<file path="src/sv/assert_macros.svh">
// ----------------------------------------------------------------------------
// assert_macros.svh
// Concurrent assertion helpers for the serial parameter command parser.
// ----------------------------------------------------------------------------
`ifndef ASSERT_MACROS_SVH
`define ASSERT_MACROS_SVH

`ifndef SYNTH

// Antecedent implies consequent in the same cycle
`define SPCP_ASSERT_NOW(lbl, clk, rst_n, ante, cons, msg) \
    lbl: assert property (@(posedge clk) disable iff (!rst_n) (ante) |-> (cons)) \
        else $error(msg);

// Antecedent implies consequent in the next cycle
`define SPCP_ASSERT_NEXT(lbl, clk, rst_n, ante, cons, msg) \
    lbl: assert property (@(posedge clk) disable iff (!rst_n) (ante) |=> (cons)) \
        else $error(msg);

`else

`define SPCP_ASSERT_NOW(lbl, clk, rst_n, ante, cons, msg)
`define SPCP_ASSERT_NEXT(lbl, clk, rst_n, ante, cons, msg)

`endif

`endif

</file>
<file path="src/sv/spcp_pkg.sv">
// ----------------------------------------------------------------------------
// spcp_pkg
// Shared types, widths and character codes of the serial command parser.
// ----------------------------------------------------------------------------
package spcp_pkg;

    // Default line length limit in bytes
    localparam int LINE_MAX_DEF = 256;

    // Field widths
    localparam int BYTE_W    = 8;
    localparam int FREQ_W    = 20;
    localparam int DUTY_W    = 7;
    localparam int DEAD_W    = 13;
    localparam int ACC_W     = 21;
    localparam int ACC_EXT_W = ACC_W + 4;

    // Accumulator saturation value
    localparam logic [ACC_EXT_W-1:0] ACC_MAX = ACC_EXT_W'((1 << ACC_W) - 1);

    // Character codes
    localparam logic [BYTE_W-1:0] CH_CR  = 8'h0d;
    localparam logic [BYTE_W-1:0] CH_LF  = 8'h0a;
    localparam logic [BYTE_W-1:0] CH_EQ  = 8'h3d;
    localparam logic [BYTE_W-1:0] CH_V   = 8'h76;
    localparam logic [BYTE_W-1:0] CH_Z   = 8'h7a;
    localparam logic [BYTE_W-1:0] CH_D   = 8'h64;
    localparam logic [BYTE_W-1:0] CH_0   = 8'h30;
    localparam logic [BYTE_W-1:0] CH_9   = 8'h39;
    localparam logic [BYTE_W-1:0] CH_ONE = 8'h31;
    localparam logic [BYTE_W-1:0] CH_TWO = 8'h32;

    // Legal value ranges
    localparam logic [ACC_W-1:0] FREQ_LO = ACC_W'(10);
    localparam logic [ACC_W-1:0] FREQ_HI = ACC_W'(1000000);
    localparam logic [ACC_W-1:0] DUTY_LO = ACC_W'(1);
    localparam logic [ACC_W-1:0] DUTY_HI = ACC_W'(99);
    localparam logic [ACC_W-1:0] DEAD_LO = ACC_W'(0);
    localparam logic [ACC_W-1:0] DEAD_HI = ACC_W'(6000);

    // Reset values of the two parameter sets
    localparam logic [FREQ_W-1:0] FREQ_ONE_RST = FREQ_W'(60100);
    localparam logic [DUTY_W-1:0] DUTY_ONE_RST = DUTY_W'(50);
    localparam logic [DEAD_W-1:0] DEAD_ONE_RST = DEAD_W'(150);
    localparam logic [FREQ_W-1:0] FREQ_TWO_RST = FREQ_W'(59100);
    localparam logic [DUTY_W-1:0] DUTY_TWO_RST = DUTY_W'(50);
    localparam logic [DEAD_W-1:0] DEAD_TWO_RST = DEAD_W'(200);

    // Line verdict
    typedef enum logic [1:0] {
        ST_APPLIED   = 2'd0,
        ST_UNKNOWN   = 2'd1,
        ST_MALFORMED = 2'd2,
        ST_RANGE     = 2'd3
    } status_t;

    // Both parameter sets
    typedef struct packed {
        logic [FREQ_W-1:0] freq_one;
        logic [DUTY_W-1:0] duty_one;
        logic [DEAD_W-1:0] dead_one;
        logic [FREQ_W-1:0] freq_two;
        logic [DUTY_W-1:0] duty_two;
        logic [DEAD_W-1:0] dead_two;
    } param_bank_t;

    // One result
    typedef struct packed {
        status_t     status;
        param_bank_t prm;
    } result_t;

endpackage

</file>
<file path="src/sv/spcp_in_stage.sv">
// ----------------------------------------------------------------------------
// spcp_in_stage
// Input register: captures one received byte per request.
// ----------------------------------------------------------------------------
module spcp_in_stage
(
    input  logic                        clk,
    input  logic                        rst_n,
    input  logic                        in_valid,
    output logic                        in_stall,
    input  logic [spcp_pkg::BYTE_W-1:0] rx_byte,
    input  logic                        step,
    output logic                        byte_vld,
    output logic [spcp_pkg::BYTE_W-1:0] byte_out
);
    import spcp_pkg::*;

    logic              vld_reg;
    logic              vld_next;
    logic [BYTE_W-1:0] byte_reg;
    logic              accept;

    // Stall only while a held byte cannot move on
    assign in_stall = vld_reg & ~step;
    assign accept   = in_valid & ~in_stall;
    assign vld_next = accept | (vld_reg & ~step);

    always_ff @(posedge clk or negedge rst_n)
    begin
        if (!rst_n)
        begin
            vld_reg <= 1'b0;
        end
        else
        begin
            vld_reg <= vld_next;
        end
    end

    // Payload, no reset
    always_ff @(posedge clk)
    begin
        if (accept)
        begin
            byte_reg <= rx_byte;
        end
    end

    assign byte_vld = vld_reg;
    assign byte_out = byte_reg;

endmodule

</file>
<file path="src/sv/spcp_parser.sv">
// ----------------------------------------------------------------------------
// spcp_parser
// Line state, digit accumulator, line verdict and both parameter sets.
// ----------------------------------------------------------------------------
`include "assert_macros.svh"

module spcp_parser #(
    parameter int LINE_MAX = spcp_pkg::LINE_MAX_DEF
)
(
    input  logic                        clk,
    input  logic                        rst_n,
    input  logic                        step,
    input  logic [spcp_pkg::BYTE_W-1:0] rx_byte,
    output logic                        emit,
    output spcp_pkg::result_t           res
);
    import spcp_pkg::*;

    localparam int CNT_W = $clog2(LINE_MAX);

    // Line state
    logic [CNT_W-1:0]  cnt_reg,  cnt_next;
    logic              cr_reg,   cr_next;
    logic [BYTE_W-1:0] cmd_reg,  cmd_next;
    logic [BYTE_W-1:0] set_reg,  set_next;
    logic [BYTE_W-1:0] sep_reg,  sep_next;
    logic [ACC_W-1:0]  acc_reg,  acc_next;
    logic              derr_reg, derr_next;
    param_bank_t       prm_reg,  prm_next;

    logic [CNT_W:0]     cnt_inc;
    logic [ACC_EXT_W-1:0] acc_mul;
    logic               is_digit;
    logic [ACC_W-1:0]   value;
    logic [ACC_W-1:0]   lo;
    logic [ACC_W-1:0]   hi;
    logic               known;
    status_t            status;

    // LF right after CR closes the line
    assign emit = cr_reg && (rx_byte == CH_LF);

    // Accumulate: acc * 10 + digit, saturating
    assign is_digit = (rx_byte >= CH_0) && (rx_byte <= CH_9);
    assign acc_mul  = (ACC_EXT_W'(acc_reg) << 3) + (ACC_EXT_W'(acc_reg) << 1)
                    + ACC_EXT_W'(rx_byte[3:0]);
    assign cnt_inc  = {1'b0, cnt_reg} + (CNT_W+1)'(1);

    // Verdict of the stored line
    assign value = derr_reg ? '0 : acc_reg;

    always_comb
    begin
        known = 1'b1;
        lo    = DEAD_LO;
        hi    = DEAD_HI;
        case (cmd_reg)
            CH_V:
            begin
                lo = FREQ_LO;
                hi = FREQ_HI;
            end
            CH_Z:
            begin
                lo = DUTY_LO;
                hi = DUTY_HI;
            end
            CH_D:
            begin
                lo = DEAD_LO;
                hi = DEAD_HI;
            end
            default:
            begin
                known = 1'b0;
            end
        endcase
    end

    always_comb
    begin
        if (cnt_reg == '0)
            status = ST_MALFORMED;
        else if (!known)
            status = ST_UNKNOWN;
        else if (cnt_reg < CNT_W'(3))
            status = ST_MALFORMED;
        else if ((value < lo) || (value > hi))
            status = ST_RANGE;
        else if (sep_reg != CH_EQ)
            status = ST_MALFORMED;
        else if ((set_reg != CH_ONE) && (set_reg != CH_TWO))
            status = ST_MALFORMED;
        else
            status = ST_APPLIED;
    end

    // Parameter update on an applied line
    always_comb
    begin
        prm_next = prm_reg;
        if (step && emit && (status == ST_APPLIED))
        begin
            case (cmd_reg)
                CH_V:
                begin
                    if (set_reg == CH_ONE)
                        prm_next.freq_one = value[FREQ_W-1:0];
                    else
                        prm_next.freq_two = value[FREQ_W-1:0];
                end
                CH_Z:
                begin
                    if (set_reg == CH_ONE)
                        prm_next.duty_one = value[DUTY_W-1:0];
                    else
                        prm_next.duty_two = value[DUTY_W-1:0];
                end
                default:
                begin
                    if (set_reg == CH_ONE)
                        prm_next.dead_one = value[DEAD_W-1:0];
                    else
                        prm_next.dead_two = value[DEAD_W-1:0];
                end
            endcase
        end
    end

    assign res.status = status;
    assign res.prm    = prm_next;

    // Line state next value
    always_comb
    begin
        cnt_next  = cnt_reg;
        cr_next   = cr_reg;
        cmd_next  = cmd_reg;
        set_next  = set_reg;
        sep_next  = sep_reg;
        acc_next  = acc_reg;
        derr_next = derr_reg;
        if (step)
        begin
            if (cr_reg || ((rx_byte != CH_CR) && (cnt_inc == (CNT_W+1)'(LINE_MAX))))
            begin
                // Line ends, is dropped or grew too long
                cnt_next  = '0;
                cr_next   = 1'b0;
                cmd_next  = '0;
                set_next  = '0;
                sep_next  = '0;
                acc_next  = '0;
                derr_next = 1'b0;
            end
            else if (rx_byte == CH_CR)
            begin
                cr_next = 1'b1;
            end
            else
            begin
                cnt_next = cnt_inc[CNT_W-1:0];
                if (cnt_reg == CNT_W'(0))
                    cmd_next = rx_byte;
                else if (cnt_reg == CNT_W'(1))
                    set_next = rx_byte;
                else if (cnt_reg == CNT_W'(2))
                    sep_next = rx_byte;
                else if (is_digit)
                    acc_next = (acc_mul > ACC_MAX) ? ACC_MAX[ACC_W-1:0]
                                                   : acc_mul[ACC_W-1:0];
                else
                    derr_next = 1'b1;
            end
        end
    end

    always_ff @(posedge clk or negedge rst_n)
    begin
        if (!rst_n)
        begin
            cnt_reg          <= '0;
            cr_reg           <= 1'b0;
            cmd_reg          <= '0;
            set_reg          <= '0;
            sep_reg          <= '0;
            acc_reg          <= '0;
            derr_reg         <= 1'b0;
            prm_reg.freq_one <= FREQ_ONE_RST;
            prm_reg.duty_one <= DUTY_ONE_RST;
            prm_reg.dead_one <= DEAD_ONE_RST;
            prm_reg.freq_two <= FREQ_TWO_RST;
            prm_reg.duty_two <= DUTY_TWO_RST;
            prm_reg.dead_two <= DEAD_TWO_RST;
        end
        else
        begin
            cnt_reg  <= cnt_next;
            cr_reg   <= cr_next;
            cmd_reg  <= cmd_next;
            set_reg  <= set_next;
            sep_reg  <= sep_next;
            acc_reg  <= acc_next;
            derr_reg <= derr_next;
            prm_reg  <= prm_next;
        end
    end

    // Any byte after CR starts a fresh line
    `SPCP_ASSERT_NEXT(a_cr_clears, clk, rst_n, step && cr_reg, !cr_reg && (cnt_reg == '0), "line state not cleared after CR")
    // A rejected line leaves the parameters alone
    `SPCP_ASSERT_NEXT(a_reject_holds, clk, rst_n, step && emit && (status != ST_APPLIED), $stable(prm_reg), "parameters changed on rejected line")

endmodule

</file>
<file path="src/sv/spcp_out_stage.sv">
// ----------------------------------------------------------------------------
// spcp_out_stage
// Result register: holds one line verdict until the sink takes it.
// ----------------------------------------------------------------------------
`include "assert_macros.svh"

module spcp_out_stage
(
    input  logic                        clk,
    input  logic                        rst_n,
    input  logic                        load,
    input  spcp_pkg::result_t           res,
    output logic                        out_valid,
    input  logic                        out_stall,
    output spcp_pkg::result_t           res_out
);
    import spcp_pkg::*;

    logic    vld_reg;
    logic    vld_next;
    result_t res_reg;

    assign vld_next = load | (vld_reg & out_stall);

    always_ff @(posedge clk or negedge rst_n)
    begin
        if (!rst_n)
        begin
            vld_reg <= 1'b0;
        end
        else
        begin
            vld_reg <= vld_next;
        end
    end

    // Payload, no reset
    always_ff @(posedge clk)
    begin
        if (load)
        begin
            res_reg <= res;
        end
    end

    assign out_valid = vld_reg;
    assign res_out   = res_reg;

    // A loaded result is offered in the next cycle
    `SPCP_ASSERT_NEXT(a_load_shows, clk, rst_n, load, out_valid, "loaded result not offered")

endmodule

</file>
<file path="src/sv/serial_param_command_parser.sv">
// ----------------------------------------------------------------------------
// serial_param_command_parser
// Parses CR LF terminated ASCII lines that set frequency, duty and dead time.
// ----------------------------------------------------------------------------
// Takes one received byte per request and parses lines of the form
// <v|z|d><1|2>=<decimal> ended by CR LF; each completed line gives one result
// with a status and both parameter sets as they stand after the line. One byte
// is taken every cycle unless the input stalls: it is held in the input
// register, parsed by the combinational line logic, and a completed line's
// result is loaded into the result register. The input stalls only when a
// line ends while the result register still holds a result the sink has not
// taken. Lines that reach LINE_MAX bytes are dropped and parsing restarts.
`include "assert_macros.svh"

module serial_param_command_parser #(
    parameter int LINE_MAX = spcp_pkg::LINE_MAX_DEF
)
(
    input  logic                        clk,
    input  logic                        rst_n,
    input  logic                        in_valid,
    output logic                        in_stall,
    input  logic [spcp_pkg::BYTE_W-1:0] rx_byte,
    output logic                        out_valid,
    input  logic                        out_stall,
    output logic [1:0]                  status,
    output logic [spcp_pkg::FREQ_W-1:0] freq_set_one,
    output logic [spcp_pkg::DUTY_W-1:0] duty_set_one,
    output logic [spcp_pkg::DEAD_W-1:0] dead_set_one,
    output logic [spcp_pkg::FREQ_W-1:0] freq_set_two,
    output logic [spcp_pkg::DUTY_W-1:0] duty_set_two,
    output logic [spcp_pkg::DEAD_W-1:0] dead_set_two
);
    import spcp_pkg::*;

    logic              byte_vld;
    logic [BYTE_W-1:0] byte_q;
    logic              emit;
    logic              step;
    result_t           res;
    result_t           res_q;

    // Held byte moves on unless it closes a line while the sink stalls a held result
    assign step = byte_vld & (~emit | ~out_valid | ~out_stall);

    spcp_in_stage u_in
    (
        .clk      (clk),
        .rst_n    (rst_n),
        .in_valid (in_valid),
        .in_stall (in_stall),
        .rx_byte  (rx_byte),
        .step     (step),
        .byte_vld (byte_vld),
        .byte_out (byte_q)
    );

    spcp_parser #(
        .LINE_MAX (LINE_MAX)
    ) u_parser
    (
        .clk     (clk),
        .rst_n   (rst_n),
        .step    (step),
        .rx_byte (byte_q),
        .emit    (emit),
        .res     (res)
    );

    spcp_out_stage u_out
    (
        .clk       (clk),
        .rst_n     (rst_n),
        .load      (step & emit),
        .res       (res),
        .out_valid (out_valid),
        .out_stall (out_stall),
        .res_out   (res_q)
    );

    assign status       = res_q.status;
    assign freq_set_one = res_q.prm.freq_one;
    assign duty_set_one = res_q.prm.duty_one;
    assign dead_set_one = res_q.prm.dead_one;
    assign freq_set_two = res_q.prm.freq_two;
    assign duty_set_two = res_q.prm.duty_two;
    assign dead_set_two = res_q.prm.dead_two;

    // Input stalls only behind a blocked result
    `SPCP_ASSERT_NOW(a_stall_cause, clk, rst_n, in_stall, out_valid && out_stall && emit, "input stalled without blocked result")

endmodule
</file>
<file path="config.mk">
export PLATFORM = sky130hd
export DESIGN_NAME = serial_param_command_parser
export DESIGN_NICKNAME = d
export VERILOG_FILES = /design/src/sv/spcp_pkg.sv /design/src/sv/spcp_in_stage.sv /design/src/sv/spcp_parser.sv /design/src/sv/spcp_out_stage.sv /design/src/sv/serial_param_command_parser.sv
export VERILOG_INCLUDE_DIRS = /design/src /design/src/sv
export SDC_FILE = /design/constraint.sdc
export NUM_CORES = 1
export LEC_CHECK = 0
export BUFFER_PORTS_ARGS = -buffer_cell sky130_fd_sc_hd__buf_2
export CAP_MARGIN = 0
export CORE_MARGIN = 2
export CORE_UTILIZATION = 45
export CTS_BUF_LIST = sky130_fd_sc_hd__clkbuf_8
export DETAILED_ROUTE_END_ITERATION = 16
export PLACE_DENSITY = 0.62
export REMOVE_ABC_BUFFERS = 1
export SYNTH_ARGS = -nofsm -noshare
export SYNTH_HDL_FRONTEND = slang
export SYNTH_SLANG_ARGS = --single-unit
</file>
<file path="constraint.sdc">
create_clock -name clk -period 8 [get_ports clk]
set_input_delay 1.6 -clock clk [delete_from_list [all_inputs] [get_ports clk]]
set_output_delay 1.6 -clock clk [all_outputs]
set_load 0.02 [all_outputs]
</file>
==> results.txt <==
vias in the first global route -> 6737
RSZ-0062 raised after global routing -> false
yosys warns -> 0
Num CTS Buffers -> 39
Hold Crit Endpoint -> u_parser.prm_reg[37]$_DFF_PN0_
cts hold-fix bufs -> 0
Post-CTS Setup Bufs -> 0
total track usage -> 18.1%
Post-CTS Resized -> 0
Die W -> 156 um
htree depth -> 2
Clock Latency Late Sink -> 0.53 ns
max FFs per register -> 82
crit path DAT -> 5.03 ns
startpoint of the worst hold path -> u_parser.prm_reg[37]$_DFF_PN0_
Reg2Reg Capture Point -> u_out.res_out[23]$_DFFE_PP_
Floorplan Core Area -> 22700 um2
# setup viols final -> 0
Crit-path slowest cell -> nor2_2
Mapped Cells -> 797
# Max-Cap Violations -> 0
Largest stage delay, worst path -> 0.89 ns
Final Slew Violations -> 0
Max Freq -> 0.210 GHz
Antenna Violating Nets Remaining -> 0
final hold violation count -> 0
status -> complete, no violations
nature of the critical path startpoint -> flop
Max clock buf depth -> 3
final net count -> 986
Hold Path Class -> reg -> reg
Worst Path Buf+Inv -> 0
root buffer cell -> clkbuf_8
PD cells -> 225 nW/um2
Most used DFF post-synth -> dfrtp_1
Initial Utilization -> 46.1%
Die Area -> 24500 um2
Cell Area, Synth -> 10500 um2
Final Instance Area -> 11900 um2
Unique masters post-synth -> 80
Synth Register Bits -> 227
Placement Cell Area -> 11200 um2
Slew @ Worst Pin -> 1.19 ns
port bufs -> 95
register area share after synthesis -> 59.0%
EDFF count, synth -> 90
initial antenna violation count -> 0
crit end category -> flop
Inserted Diodes -> 0
1st-iter DRT viols -> 336
DR WL/cell -> 17.6 um
gpl congestion -> 0.844
GRT Residual Overflow -> 0
critical-path cell list -> nand4bb_1 > nor2_1 > nand3b_1 > ha_1 > a21o_1 > a21o_1 > a211oi_1 > o32ai_1 > o31a_1 > nand4bb_1 > nor2_2 > mux2_2
Core Rows -> 55
Synth Area per Inst -> 13.1 um2
first-pass GRT wire length -> 35.2 mm
Via-to-Cell Ratio -> 5.41
final worst path period need -> 4.77 ns
CP max FO -> 20
drt total wl -> 21.7 mm
largest net degree at the start of global routing -> 84
Die H -> 156 um
R2R Setup Slk -> 3.23 ns
CTS tree -> yes
I/O Pins -> 96
P&R area growth vs syn -> 14.2%
peak supply drop -> 0.000140 V
relative slew slack -> 20.6%
Crit path max-delay family -> simple AND/OR/NAND/NOR gates
vias -> 6660
FILL cells -> 1976
clk_skew -> 0.0177 ns
Static Leak -> 5.31 nW
asr flop ratio synth -> 60.4%
dpl hpwl -> 14.5 mm
Reg2Reg Depth -> 12
Num Clock Sinks -> 227
crit path kind -> reg -> reg
DRC -> 0
setup TNS -> 0 ns
Worst Hold Depth -> 1
reg2reg start -> u_parser.cmd_reg[7]$_DFFE_PN0P_
Worst Path Required -> 8.26 ns
Worst-path clk slew -> 0.06 ns
share of layout cells above drive strength 1 -> 26.9%
Tcrit/Tclk final -> 59.6%
First-pass DRT Iterations -> 4
==> cell type report <==
cell class | count | area, um2 | area share [%]
Multi-Input combinational cell | 516 | 4060 | 34.0
Inverter | 32 | 120 | 1.01
Timing Repair Buffer | 99 | 512 | 4.28
Clock inverter | 27 | 119 | 0.995
Clock buffer | 44 | 606 | 5.07
Tap cell | 285 | 357 | 2.99
Sequential cell | 227 | 6170 | 51.7
==> cell usage after synthesis (all sizes together) (9+ instances only) <==
| cell type | instances | area (um2) |
|---|---|---|
| nand2 | 37 | 156 |
| ha | 57 | 713 |
| buf | 18 | 118 |
| a22oi | 19 | 143 |
| xnor2 | 9 | 78.8 |
| inv | 32 | 120 |
| mux2 | 81 | 912 |
| nor2 | 41 | 171 |
| dfrtp | 106 | 2650 |
| edfxtp | 90 | 2700 |
| o21ai | 57 | 297 |
| dfstp | 31 | 815 |
| a21oi | 23 | 119 |
| a22o | 16 | 140 |
| nor3 | 13 | 87.6 |
| nor2b | 21 | 131 |
| nand3 | 24 | 120 |
==> cells in the final DEF, fill, tap and decap left out, types with 5 or more instances in the layout <==
| master | synthesis | layout |
|---|---|---|
| nand3_1 | 24 | 24 |
| xor2_1 | 7 | 7 |
| a22o_1 | 16 | 16 |
| a31oi_1 | 6 | 6 |
| nor2b_1 | 21 | 21 |
| nor3_1 | 11 | 11 |
| o21ai_1 | 20 | 19 |
| inv_1 | 32 | 54 |
| xnor2_1 | 9 | 9 |
| o21ai_0 | 34 | 34 |
| dfrtp_1 | 106 | 106 |
| ha_1 | 57 | 57 |
| mux2_1 | 36 | 36 |
| o31ai_1 | 5 | 5 |
| edfxtp_1 | 90 | 90 |
| a211oi_1 | 5 | 5 |
| a21oi_1 | 22 | 22 |
| dfstp_2 | 31 | 31 |
| nor4_1 | 6 | 6 |
| a22oi_1 | 19 | 19 |
| buf_2 | 10 | 94 |
| nand2_1 | 34 | 34 |
| nor2_1 | 36 | 34 |
| nand4_1 | 7 | 7 |
| and3_1 | 6 | 6 |
| clkbuf_8 | 0 | 44 |
| nor2_2 | 4 | 6 |
| mux2_2 | 45 | 45 |
| a21o_1 | 8 | 8 |
==> worst max-delay path by stage <==
stage          slack [ns]  cells past startpoint                           to                            start
2_1_floorplan        1.93                      5  u_out.res_out[22]$_DFFE_PP_                        out_stall
4_1_cts              3.17                     12  u_out.res_out[23]$_DFFE_PP_  u_parser.cmd_reg[7]$_DFFE_PN0P_
5_1_grt              2.98                     12  u_out.res_out[33]$_DFFE_PP_  u_parser.cmd_reg[7]$_DFFE_PN0P_
3_5_place_dp         3.03                      7  u_out.res_out[30]$_DFFE_PP_                        out_stall
3_3_place_gp         3.06                      7  u_out.res_out[33]$_DFFE_PP_                        out_stall
6_report             3.23                     12  u_out.res_out[23]$_DFFE_PP_  u_parser.cmd_reg[7]$_DFFE_PN0P_
==> per-layer routing <==
layer | wire length [um] | track usage, % | vias to the layer above
met2 | 9870 | 28.6 | 157
li1 | - | - | 3227
met3 | 1140 | 3.57 | 34
met4 | 400 | 5.46 | 0
met5 | 0 | 0 | -
met1 | 10300 | 25.5 | 3242
==> where the power goes <==
| group | leakage [nW] | internal, mW | switching (mW) | total (mW) |
|---|---|---|---|---|
| Combinational | 2.34 | 0.163 | 0.199 | 0.361 |
| Sequential | 2.52 | 1.29 | 0.0805 | 1.37 |
| Clock | 0.449 | 0.505 | 0.449 | 0.955 |
==> through the flow <==
| step | util (%) | setup WS (ns) | total power [mW] | hold slack, ns | instances |
|---|---|---|---|---|---|
| final | 52.6 | 3.23 | 2.69 | 0.478 | 1230 |
| after global routing | 52.6 | 2.98 | 2.84 | 0.495 | 1230 |
| after CTS | 52.6 | 3.17 | 2.72 | 0.483 | 1230 |
| after detailed placement | 49.4 | 3.03 | 1.75 | 0.468 | 1159 |
| after global placement | 49.4 | 3.06 | 1.75 | 0.460 | 1159 |
| after floorplan | - | 1.93 | 1.65 | 0.450 | 775 |
==> cells by family after synthesis <==
family,synth area share (%)
buffers and inverters,2.43
xor gates and xnor gates,1.34
and+or+nand+nor,10.1
DFF,59.0
muxes,8.81
AOI/OAI and AO/OA,11.2
adders and majority gates,7.20
No activity file was read; power rests on OpenSTA's default activity.
